<file path="src/rtl/b64dec_pkg.sv">
// b64dec_pkg: shared types, constants and the character classifier for the base64 decoder
// no dependencies; imported by every module of the decoder
`timescale 1ns / 1ps
`default_nettype none

package b64dec_pkg;

	localparam int unsigned CharW  = 8;
	localparam int unsigned SextW  = 6;
	localparam int unsigned BitsW  = 3;
	localparam int unsigned CountW = 8;

	localparam logic [CountW-1:0] MaxBytesReset = 8'd32;

	localparam logic [SextW-1:0] UpperBase = 6'd0;
	localparam logic [SextW-1:0] LowerBase = 6'd26;
	localparam logic [SextW-1:0] DigitBase = 6'd52;
	localparam logic [SextW-1:0] PlusCode  = 6'd62;
	localparam logic [SextW-1:0] SlashCode = 6'd63;

	localparam logic [CharW-1:0] ChPad   = 8'h3d;
	localparam logic [CharW-1:0] ChLf    = 8'h0a;
	localparam logic [CharW-1:0] ChCr    = 8'h0d;
	localparam logic [CharW-1:0] ChSpace = 8'h20;
	localparam logic [CharW-1:0] ChPlus  = 8'h2b;
	localparam logic [CharW-1:0] ChSlash = 8'h2f;
	localparam logic [CharW-1:0] ChUpA   = 8'h41;
	localparam logic [CharW-1:0] ChUpZ   = 8'h5a;
	localparam logic [CharW-1:0] ChLoA   = 8'h61;
	localparam logic [CharW-1:0] ChLoZ   = 8'h7a;
	localparam logic [CharW-1:0] Ch0     = 8'h30;
	localparam logic [CharW-1:0] Ch9     = 8'h39;

	typedef enum logic [1:0] {
		ERR_NONE     = 2'd0,
		ERR_INVALID  = 2'd1,
		ERR_OVERFLOW = 2'd2
	} err_t;

	typedef enum logic [1:0] {
		CLS_SEXTET  = 2'd0,
		CLS_SKIP    = 2'd1,
		CLS_INVALID = 2'd2
	} cls_kind_t;

	typedef struct packed {
		cls_kind_t        kind;
		logic [SextW-1:0] value;
	} char_class_t;

	typedef struct packed {
		logic [CharW-1:0]  data_byte;
		logic              byte_valid;
		err_t              error_code;
		logic              done_res;
		logic [CountW-1:0] byte_count;
	} result_t;

	function automatic char_class_t classify(input logic [CharW-1:0] c);
		char_class_t r;
		logic [CharW-1:0] d;
		r.kind  = CLS_SEXTET;
		r.value = '0;
		d       = '0;
		if (c >= ChUpA && c <= ChUpZ) begin
			d       = c - ChUpA;
			r.value = UpperBase + d[SextW-1:0];
		end else if (c >= ChLoA && c <= ChLoZ) begin
			d       = c - ChLoA;
			r.value = LowerBase + d[SextW-1:0];
		end else if (c >= Ch0 && c <= Ch9) begin
			d       = c - Ch0;
			r.value = DigitBase + d[SextW-1:0];
		end else if (c == ChPlus) begin
			r.value = PlusCode;
		end else if (c == ChSlash) begin
			r.value = SlashCode;
		end else if (c == ChPad || c == ChLf || c == ChCr || c == ChSpace) begin
			r.kind = CLS_SKIP;
		end else begin
			r.kind = CLS_INVALID;
		end
		return r;
	endfunction

endpackage

`default_nettype wire

</file>
<file path="src/rtl/b64dec_class.sv">
// b64dec_class: maps one ascii character to a sextet, a skip mark or an invalid mark
// depends on b64dec_pkg
`timescale 1ns / 1ps
`default_nettype none

module b64dec_class (
	input  wire logic [b64dec_pkg::CharW-1:0] ch,
	output b64dec_pkg::char_class_t            cls
);
	import b64dec_pkg::*;

	always_comb begin
		cls = classify(ch);
	end

endmodule

`default_nettype wire

</file>
<file path="src/rtl/b64dec_accum.sv">
// b64dec_accum: bit accumulator, byte counter and sticky error for the base64 decoder
// depends on b64dec_pkg; fed by b64dec_class
`timescale 1ns / 1ps
`default_nettype none

module b64dec_accum (
	input  wire logic                          clk,
	input  wire logic                          arst_n,
	input  wire logic                          step_en,
	input  wire b64dec_pkg::char_class_t       cls,
	input  wire logic                          last,
	input  wire logic [b64dec_pkg::CountW-1:0] max_bytes,
	output logic                               has_result,
	output b64dec_pkg::result_t                res
);
	import b64dec_pkg::*;

	logic [SextW-1:0]  residue_q;
	logic [BitsW-1:0]  residue_bits_q;
	logic [CountW-1:0] produced_q;
	err_t              error_q;

	logic [SextW-1:0]   residue_d;
	logic [BitsW-1:0]   residue_bits_d;
	logic [CountW-1:0]  produced_d;
	err_t               error_d;
	logic [2*SextW-1:0] acc;
	logic [2*SextW-1:0] acc_shr;
	logic [BitsW-1:0]   keep;
	logic [SextW-1:0]   keep_mask;
	logic               emit;
	logic               raised;

	always_comb begin
		residue_d      = residue_q;
		residue_bits_d = residue_bits_q;
		produced_d     = produced_q;
		error_d        = error_q;
		emit           = 1'b0;
		raised         = 1'b0;
		acc            = {residue_q, cls.value};
		// eight of the 6+residue bits leave per byte, so the residue shrinks by two
		keep           = residue_bits_q - BitsW'(2);
		acc_shr        = acc >> keep;
		keep_mask      = (SextW'(1) << keep) - SextW'(1);

		if (error_q == ERR_NONE) begin
			unique case (cls.kind)
				CLS_INVALID: begin
					error_d = ERR_INVALID;
					raised  = 1'b1;
				end
				CLS_SEXTET: begin
					if (residue_bits_q != '0) begin
						if (produced_q >= max_bytes) begin
							error_d = ERR_OVERFLOW;
							raised  = 1'b1;
						end else begin
							emit           = 1'b1;
							produced_d     = produced_q + CountW'(1);
							residue_d      = acc[SextW-1:0] & keep_mask;
							residue_bits_d = keep;
						end
					end else begin
						residue_d      = cls.value;
						residue_bits_d = BitsW'(SextW);
					end
				end
				default: ;
			endcase
		end

		has_result     = emit || raised || last;
		res.data_byte  = emit ? acc_shr[CharW-1:0] : '0;
		res.byte_valid = emit;
		res.error_code = error_d;
		res.done_res   = last;
		res.byte_count = produced_d;
	end

	always_ff @(posedge clk or negedge arst_n) begin
		if (!arst_n) begin
			residue_q      <= '0;
			residue_bits_q <= '0;
			produced_q     <= '0;
			error_q        <= ERR_NONE;
		end else if (step_en) begin
			if (last) begin
				residue_q      <= '0;
				residue_bits_q <= '0;
				produced_q     <= '0;
				error_q        <= ERR_NONE;
			end else begin
				residue_q      <= residue_d;
				residue_bits_q <= residue_bits_d;
				produced_q     <= produced_d;
				error_q        <= error_d;
			end
		end
	end

endmodule

`default_nettype wire

</file>
<file path="src/rtl/base64_decoder.sv">
// base64_decoder: top level of the streaming base64 decoder
// depends on b64dec_pkg, b64dec_class and b64dec_accum
`timescale 1ns / 1ps
`default_nettype none

// channel   | direction | handshake                   | payload
// ----------+-----------+-----------------------------+-----------------------------------
// s_axis    | in        | s_axis_tvalid/s_axis_tready | tdata: ch; tlast: last
// m_axis    | out       | m_axis_tvalid/m_axis_tready | tdata: byte, error, count;
//           |           |                             | tuser: byte_valid; tlast: done
// cfg       | in        | cfg_valid/cfg_ready         | cfg_data: max_bytes
//
// one character per clock unless the output stalls; input register to result register
// the rate is set by the accumulator update between the two registers
// a character giving no result leaves the pipe without touching the output register
// a stalled output holds back only a character that would need the output register
// reset clears the accumulator, byte count, error and valid flags; max_bytes returns to 32
// configuration writes are always taken (cfg_ready tied high)

module base64_decoder (
	input  wire logic        clk,
	input  wire logic        arst_n,
	// input characters
	input  wire logic        s_axis_tvalid,
	output logic             s_axis_tready,
	input  wire logic [7:0]  s_axis_tdata,   // [7:0] ch
	input  wire logic        s_axis_tlast,   // last
	// decoded results
	output logic             m_axis_tvalid,
	input  wire logic        m_axis_tready,
	output logic [23:0]      m_axis_tdata,   // [7:0] data_byte, [9:8] error_code,
	                                         // [17:10] byte_count, [23:18] zero
	output logic             m_axis_tuser,   // byte_valid
	output logic             m_axis_tlast,   // done_res
	// capacity register
	input  wire logic        cfg_valid,
	output logic             cfg_ready,
	input  wire logic [7:0]  cfg_data       // max_bytes
);
	import b64dec_pkg::*;

	// input register stage
	logic             valid_s1;
	logic [CharW-1:0] ch_s1;
	logic             last_s1;

	// result register
	logic    out_valid_q;
	result_t res_q;

	logic [CountW-1:0] max_bytes_q;

	char_class_t cls;
	logic        has_result;
	result_t     res;
	logic        out_free;
	logic        step_s1;
	logic        in_xfer;

	// output register can take a result this cycle
	assign out_free = !out_valid_q || m_axis_tready;
	// the held character retires unless it needs a busy output register
	assign step_s1  = valid_s1 && (!has_result || out_free);
	assign s_axis_tready = !valid_s1 || step_s1;
	assign in_xfer  = s_axis_tvalid && s_axis_tready;
	assign cfg_ready = 1'b1;

	b64dec_class u_class (
		.ch  (ch_s1),
		.cls (cls)
	);

	b64dec_accum u_accum (
		.clk        (clk),
		.arst_n     (arst_n),
		.step_en    (step_s1),
		.cls        (cls),
		.last       (last_s1),
		.max_bytes  (max_bytes_q),
		.has_result (has_result),
		.res        (res)
	);

	// capacity register
	always_ff @(posedge clk or negedge arst_n) begin
		if (!arst_n) begin
			max_bytes_q <= MaxBytesReset;
		end else if (cfg_valid && cfg_ready) begin
			max_bytes_q <= cfg_data;
		end
	end

	// input stage valid
	always_ff @(posedge clk or negedge arst_n) begin
		if (!arst_n) begin
			valid_s1 <= 1'b0;
		end else if (in_xfer) begin
			valid_s1 <= 1'b1;
		end else if (step_s1) begin
			valid_s1 <= 1'b0;
		end
	end

	// input stage payload
	always_ff @(posedge clk) begin
		if (in_xfer) begin
			ch_s1   <= s_axis_tdata;
			last_s1 <= s_axis_tlast;
		end
	end

	// result valid
	always_ff @(posedge clk or negedge arst_n) begin
		if (!arst_n) begin
			out_valid_q <= 1'b0;
		end else if (step_s1 && has_result) begin
			out_valid_q <= 1'b1;
		end else if (m_axis_tready) begin
			out_valid_q <= 1'b0;
		end
	end

	// result payload
	always_ff @(posedge clk) begin
		if (step_s1 && has_result) begin
			res_q <= res;
		end
	end

	assign m_axis_tvalid = out_valid_q;
	assign m_axis_tdata  = {6'b0, res_q.byte_count, res_q.error_code, res_q.data_byte};
	assign m_axis_tuser  = res_q.byte_valid;
	assign m_axis_tlast  = res_q.done_res;

	// a decoded byte never travels together with an error
	assert property (@(posedge clk) disable iff (!arst_n)
		(m_axis_tvalid && m_axis_tuser) |-> (m_axis_tdata[9:8] == ERR_NONE))
		else $error("byte reported together with an error");

	// a byte result always counts at least that byte
	assert property (@(posedge clk) disable iff (!arst_n)
		(m_axis_tvalid && m_axis_tuser) |-> (m_axis_tdata[17:10] != '0))
		else $error("byte result with zero byte count");

	// a result that is neither a byte nor done must be an error report
	assert property (@(posedge clk) disable iff (!arst_n)
		(m_axis_tvalid && !m_axis_tuser && !m_axis_tlast) |->
		(m_axis_tdata[9:8] == ERR_INVALID || m_axis_tdata[9:8] == ERR_OVERFLOW))
		else $error("empty result emitted");

	// input is held off only behind a stalled output
	assert property (@(posedge clk) disable iff (!arst_n)
		!s_axis_tready |-> (m_axis_tvalid && !m_axis_tready))
		else $error("input stalled without output backpressure");

endmodule

`default_nettype wire

</file>
<file path="config.mk">
export PLATFORM = sky130hd
export DESIGN_NAME = base64_decoder
export DESIGN_NICKNAME = d
export VERILOG_FILES = /design/src/rtl/b64dec_pkg.sv /design/src/rtl/b64dec_class.sv /design/src/rtl/b64dec_accum.sv /design/src/rtl/base64_decoder.sv
export SDC_FILE = /design/constraint.sdc
export NUM_CORES = 1
export LEC_CHECK = 0
export BUFFER_PORTS_ARGS = -buffer_cell sky130_fd_sc_hd__buf_2
export CELL_PAD_IN_SITES_DETAIL_PLACEMENT = 0
export CELL_PAD_IN_SITES_GLOBAL_PLACEMENT = 1
export CORE_AREA = 2 2 65 129
export DETAILED_ROUTE_END_ITERATION = 12
export DIE_AREA = 0 0 67 131
export GPL_TIMING_DRIVEN = 1
export PLACE_DENSITY = 0.87
export RECOVER_POWER = 100
export SYNTH_ARGS = -nofsm -noshare
export SYNTH_HDL_FRONTEND = slang
export SYNTH_SLANG_ARGS = --single-unit
</file>
<file path="constraint.sdc">
create_clock -name clk -period 4.27 [get_ports clk]
set_input_delay 0.854 -clock clk [delete_from_list [all_inputs] [get_ports clk]]
set_output_delay 0.854 -clock clk [all_outputs]
set_load 0.01 [all_outputs]
</file>
# After elaboration in Yosys (flattened, before gate mapping)
# Index checks and enable logic that the tools add are counted.
[word_totals] output_inout_bits=29 n_memories=0 word_cells=108 mem_bits_ro=0 ramBits=0 register_bits=58 latch_bits=0 input_bits=22
[op_classes] addsub=8 n_eq_ne=8 bitwise_logic=1 div_mod_pow=0 order_cmp=7 n_mux=43 shift=2 n_reduce_logical=25 mul=0
[ops] operator="$mux 6" n=10
[ops] operator="$mux 8" n=5
[ops] operator="$eq 8x6->1 const B" n=4
[ops] operator="$mux 2" n=10
[ops] operator="$eq 8x4->1 const B" n=2
[ops] operator="$ge 8x7->1 const B" n=2
[ops] operator="$le 8x7->1 const B" n=2
[ops] operator="$mux 3" n=5
[ops] operator="$shr 12x3->8" n=1
[ops] operator="$sub 6x6->6 const B" n=2
[ops] operator="$mux 1" n=11
[ops] operator="$add 8x1->8 const B" n=1
[ops] operator="$ge 8x6->1 const B" n=1
[ops] operator="$ge 8x8->1" n=1
[ops] operator="$le 8x6->1 const B" n=1
[ops] operator="$logic_or 1x1->1" n=8
[ops] operator="$reduce_bool 2->1" n=4
[ops] operator="$add 5x6->6 const A" n=1
[ops] operator="$add 6x6->6 const A" n=1
[ops] operator="$and 6x6->6" n=1
[ops] operator="$logic_and 1x1->1" n=6
[ops] operator="$shl 1x3->6 const A" n=1
[ops] operator="$sub 6x1->6 const B" n=1
[ops] operator="$sub 6x2->6 const B" n=1
[ops] operator="9 further kinds" n=12

# Longest topological paths before layout
[depth] ltp_word=21 depth_mapped=11 mapped_depth_nobuf=10

# Modules after synthesis
# From an unflattened synthesis, not the netlist that was laid out.
[hier_totals] hier_cells=315 area_unflattened_um2=3530.9
[by_module_without_submodules] mod="b64dec_accum" cells_per_inst=171 instances=1 area_each_um2=1601.5 seq_area_each_um2=450.4
[by_module_without_submodules] mod="base64_decoder" cells_per_inst=65 instances=1 area_each_um2=1362.6 seq_area_each_um2=1122.3
[by_module_without_submodules] mod="b64dec_class" cells_per_inst=79 instances=1 area_each_um2=566.8 seq_area_each_um2=0.0

# Worst setup path before layout
# No wires, ideal clock.
[synth_timing] path_type="register to register" from="register ch_s1[2]" to="register res_q (netlist bit m_axis_tdata[0]) (enable)" period_less_slack_ps=3590 n_path_buf=1 t_arrival_ps=3193 setup_time_ps=397 setup_slack_ps=680 stages_incl_launch_ff=11 t_required_ps=3873 cell_sequence="edfxtp_1 > inv_1 > ha_1 > a21o_1 > nand2_1 > o211a_1 > o211ai_4 > inv_2 > o41a_1 > clkbuf_1 > nor2_1"
[synth_rtl] item="start: declaration" line="base64_decoder.sv:44" text="logic [CharW-1:0] ch_s1;"
[synth_rtl] item="start signal: assignment" line="base64_decoder.sv:107" text="ch_s1 <= s_axis_tdata;"
[synth_rtl] item="end signal: assignment" line="base64_decoder.sv:126" text="res_q <= res;"
[synth_rtl] item="end: declaration" line="base64_decoder.sv:49" text="result_t res_q;"

# Worst setup path in the final report
[layout_timing] from="register ch_s1[1]" to="output s_axis_tready"
[layout_between] elab_chain_cells=19 elab_cells_between_ends=36 cone_classes="6 x order compare; 7 x eq/ne; 10 x mux; 13 x reduce/logical"
[layout_rtl] item="$eq 8x6->1 / $eq 8x4->1 (equally long branches)" line="b64dec_pkg.sv:78" text="end else if (c == ChPad || c == ChLf || c == ChCr || c == ChSpace) begin"
[layout_rtl] item="$logic_or 1x1->1 (3 in a row)" line="b64dec_pkg.sv:78"
[layout_rtl] item="$mux 2" line="b64dec_pkg.sv:78"
[layout_rtl] item="$mux 2" line="b64dec_pkg.sv:76" text="end else if (c == ChSlash) begin"
[layout_rtl] item="$mux 2" line="b64dec_pkg.sv:74" text="end else if (c == ChPlus) begin"
[layout_rtl] item="$mux 2" line="b64dec_pkg.sv:71" text="end else if (c >= Ch0 && c <= Ch9) begin"
[layout_rtl] item="$mux 2" line="b64dec_pkg.sv:68" text="end else if (c >= ChLoA && c <= ChLoZ) begin"
[layout_rtl] item="$mux 2 *" line="b64dec_pkg.sv:65" text="if (c >= ChUpA && c <= ChUpZ) begin"
[layout_rtl] item="$eq 2x2->1 / $logic_not 2->1 (equally long branches)" line="b64dec_accum.sv:48" text="unique case (cls.kind)"
[layout_rtl] item="$pmux 1 s2 / $mux 1 (equally long branches)" line="b64dec_accum.sv:48"
[layout_rtl] item="$mux 1" line="b64dec_accum.sv:47" text="if (error_q == ERR_NONE) begin"
[layout_rtl] item="$logic_or 1x1->1 * (2 in a row)" line="b64dec_accum.sv:73" text="has_result = emit || raised || last;"
[layout_rtl] item="$logic_not 1->1 *" line="base64_decoder.sv:63" text="assign step_s1 = valid_s1 && (!has_result || out_free);"
[layout_rtl] item="$logic_or 1x1->1 *" line="base64_decoder.sv:63"
[layout_rtl] item="$logic_and 1x1->1 *" line="base64_decoder.sv:63"
[layout_rtl] item="$logic_or 1x1->1 *" line="base64_decoder.sv:64" text="assign s_axis_tready = !valid_s1 || step_s1;"
[layout_rtl] item="end: declaration" line="base64_decoder.sv:25" text="output logic s_axis_tready,"
# Every way passes the cells marked *; elsewhere a longest branch is shown, timed or not.

==> results.toml <==
[synth]
ys_top_cells_by_count = "29 x edfxtp_1, 29 x nand2_1, 27 x dfrtp_1, 26 x o21ai_0, 24 x ha_1"
yosys_most_used_dff = "edfxtp_1"
synth_top_area_cell = "edfxtp_1"
syn_avg_cell_area_um2 = 10.3
synthTopCellsByArea = "edfxtp_1 25%, dfrtp_1 20%, ha_1 8.7%"
ys_seq_elements = 57
yosysTopAreaCellShare_pct = 25.2
syn_area_um2 = 3460
synthDistinctLibCells = 58
async_flop_share_pct = 49.1
ys_warn_count = 0
ys_seq_area_share_pct = 45.5
syn_inst = 337
synth_edf_count = 29

[die]
fp.dieW_um = 67
rows = 46
start_util_pct = 44.2
io_pins = 51
coreArea_um2 = 7830
dieArea_um2 = 8780
chipHeight_um = 131

[clocking]
clockRootBuffer = "clkbuf_16"
clock_sinks = 57
clockBufferDepth = 2
postCtsSetupBuffers = 0
h-tree-depth = 3
clkTransAtPathRegs_ns = 0.05
cts_resized = 0
clock_latency_ns = 0.33
numCtsBuffers = 9
cts_hold_buf = 0
cts_tree = "built"

[place]
gp_congestion = 0.863
io_buffers = 43
dp_hpwl_mm = 5.31
dp_slack_ns = 0.592

[route]
via_per_inst = 5.52
wl_per_cell_um = 15.2
vias = 2667
routed_wl_mm = 7.34
post-route-drc-count = 0
ant_nets = 0
dr.first_iter.drc_count = 143
firstDrtPassIters = 4

[sta]
relSlewSlack_pct = -6.66
finalHoldViolations = 0
fin_skew_ns = 0.00578
fmax_mhz = 261
period_share_pct = 89.6
tns_ns = 0
fin_ws_ns = 0.443
rsz0062_at_grt = "no"
period_minus_slack_ns = 3.83
finalSetupViolCount = 0
worst-slew-pin-transition_ns = 1.60
slew_violations = 29

[finish]
multi_input_area_um2 = 1720
layout.nets = 430
layout-drive-gt1-share_pct = 11.9
num_antenna_cells = 0
seq_area_um2 = 1570
fillers = 759
area_growth_syn_to_layout_pct = 16.1

[worst_hold_path]
hp-start = "u_accum.residue_q[4]"
hp-class = "flip-flop to flip-flop"
min_to = "u_accum.residue_q[4]"
holdPathStages = 1

[critical_path]
rrSetupSlack_ns = 0.47
critPathKind = "flip-flop to output pin"
end_kind = "output pin"
cp.arrival_ns = 2.97
path_max_fanout = 12
r2r_end = "m_axis_tdata[9]"
worstSetupStartpointType = "flip-flop"
crit_required_ns = 3.42
r2r-start = "ch_s1[2]"
r2r_cells = 10

[global_route]
grt.overflow.total = 0
grt_max_degree = 29
use_met3_pct = 4.62
grt_antenna_before_repair = 0
grt_pass1_wl_mm = 12.0
met1_usage_pct = 21.9
use_met2_pct = 30.1
grt.busiest_layer = "met2"
grt_pass1_vias = 2572
grt_usage_pct = 18.3

[pwr]
vdd_drop_max_mv = 0.300
leakage_nw = 1.67
power_density_nw_per_um2 = 469
total_power_mw = 1.89

[outcome]
outcome = "finished with violations"
violations = "capacitance limit, slew limit"

[flow_run]
cap_viol_max_count = 1
## layer usage
layer  vias to the layer above  wire length, µm
li1                       1300                -
met1                      1270             3100
met2                        81             3710
met3                        16              369
met4                         0              163
met5                         -                0
## worst max-delay path: stages (launching register included)
cell      delay (ns)
edfxtp_1        0.48
inv_1           0.15
ha_1            0.25
nor2b_1         0.14
o211ai_1        0.26
o211a_1         0.49
o21ai_0         0.14
a31oi_1         0.36
nor3b_1         0.14
inv_1           0.07
clkbuf_1        0.15
## cell usage in the layout, fill, tap and decap left out, drive strengths merged, types with 3 or more instances in the layout
cell type / instances
xor2: 3
buf: 20
nand4: 4
mux2: 5
a211oi: 7
mux2i: 6
dfrtp: 27
nand2b: 5
o21ai: 28
nor3: 9
conb: 9
nor2b: 10
xnor2: 7
a211o: 5
clkbuf: 36
o211ai: 4
a22o: 6
inv: 23
a21o: 3
a32o: 3
nand3: 7
edfxtp: 29
a22oi: 3
nand2: 29
a21oi: 18
nor2: 21
ha: 24
## layout make-up
cell class / instances / area share [%]
Clock buffer: 11 / 6.04
Clock inverter: 5 / 1.96
Inverter: 23 / 2.15
Multi-Input combinational cell: 246 / 42.8
Sequential cell: 57 / 39.1
Tap cell: 96 / 2.99
Timing Repair Buffer: 45 / 4.89
## worst max path at each step
| stage | startpoint | to | slack (ns) |
|---|---|---|---|
| floorplan | ch_s1[2] | m_axis_tdata[0] | 0.68 |
| global placement | ch_s1[2] | m_axis_tdata[14] | 0.69 |
| detailed placement | ch_s1[2] | m_axis_tdata[15] | 0.59 |
| CTS | ch_s1[2] | s_axis_tready | 0.45 |
| global route | ch_s1[1] | s_axis_tready | 0.10 |
| finish | ch_s1[1] | s_axis_tready | 0.44 |
## cells by family after synthesis
kind of cell / Yosys count / synth area share, %
multiplexers: 11 / 3.36
XOR/XNOR: 10 / 2.53
adder cells (fa/ha/maj): 26 / 9.84
buffers and inverters: 41 / 5.57
AND/OR/NAND/NOR: 94 / 13.5
AO/OA/AOI/OAI: 96 / 19.5
other: 2 / 0.217
flip-flops: 57 / 45.5
## flip-flops by register name, indices dropped and copies added, names as in the netlist
signal,count
m_axis_tdata,18
ch_s1,8
max_bytes_q,8
u_accum.produced_q,8
u_accum.residue_q,6
u_accum.error_q,2
u_accum.residue_bits_q,2
last_s1,1
m_axis_tlast,1
m_axis_tuser,1
m_axis_tvalid,1
valid_s1,1
## report_power, final
group / total [mW] / switching, mW / internal (mW)
sequential: 0.727 / 0.0624 / 0.665
combinational: 0.403 / 0.263 / 0.140
clock: 0.755 / 0.232 / 0.523
total: 1.89 / 0.557 / 1.33
## metrics by stage
step,utilization [%],cells,instance area [µm²],hold WS [ns]
after floorplan,-,344,3490,0.452
after global placement,47.7,467,3730,0.477
after detailed placement,47.7,467,3730,0.500
after CTS,51.8,483,4050,0.516
after global routing,51.3,483,4020,0.526
final,51.3,483,4020,0.514
(Power assumes the default switching activity.)
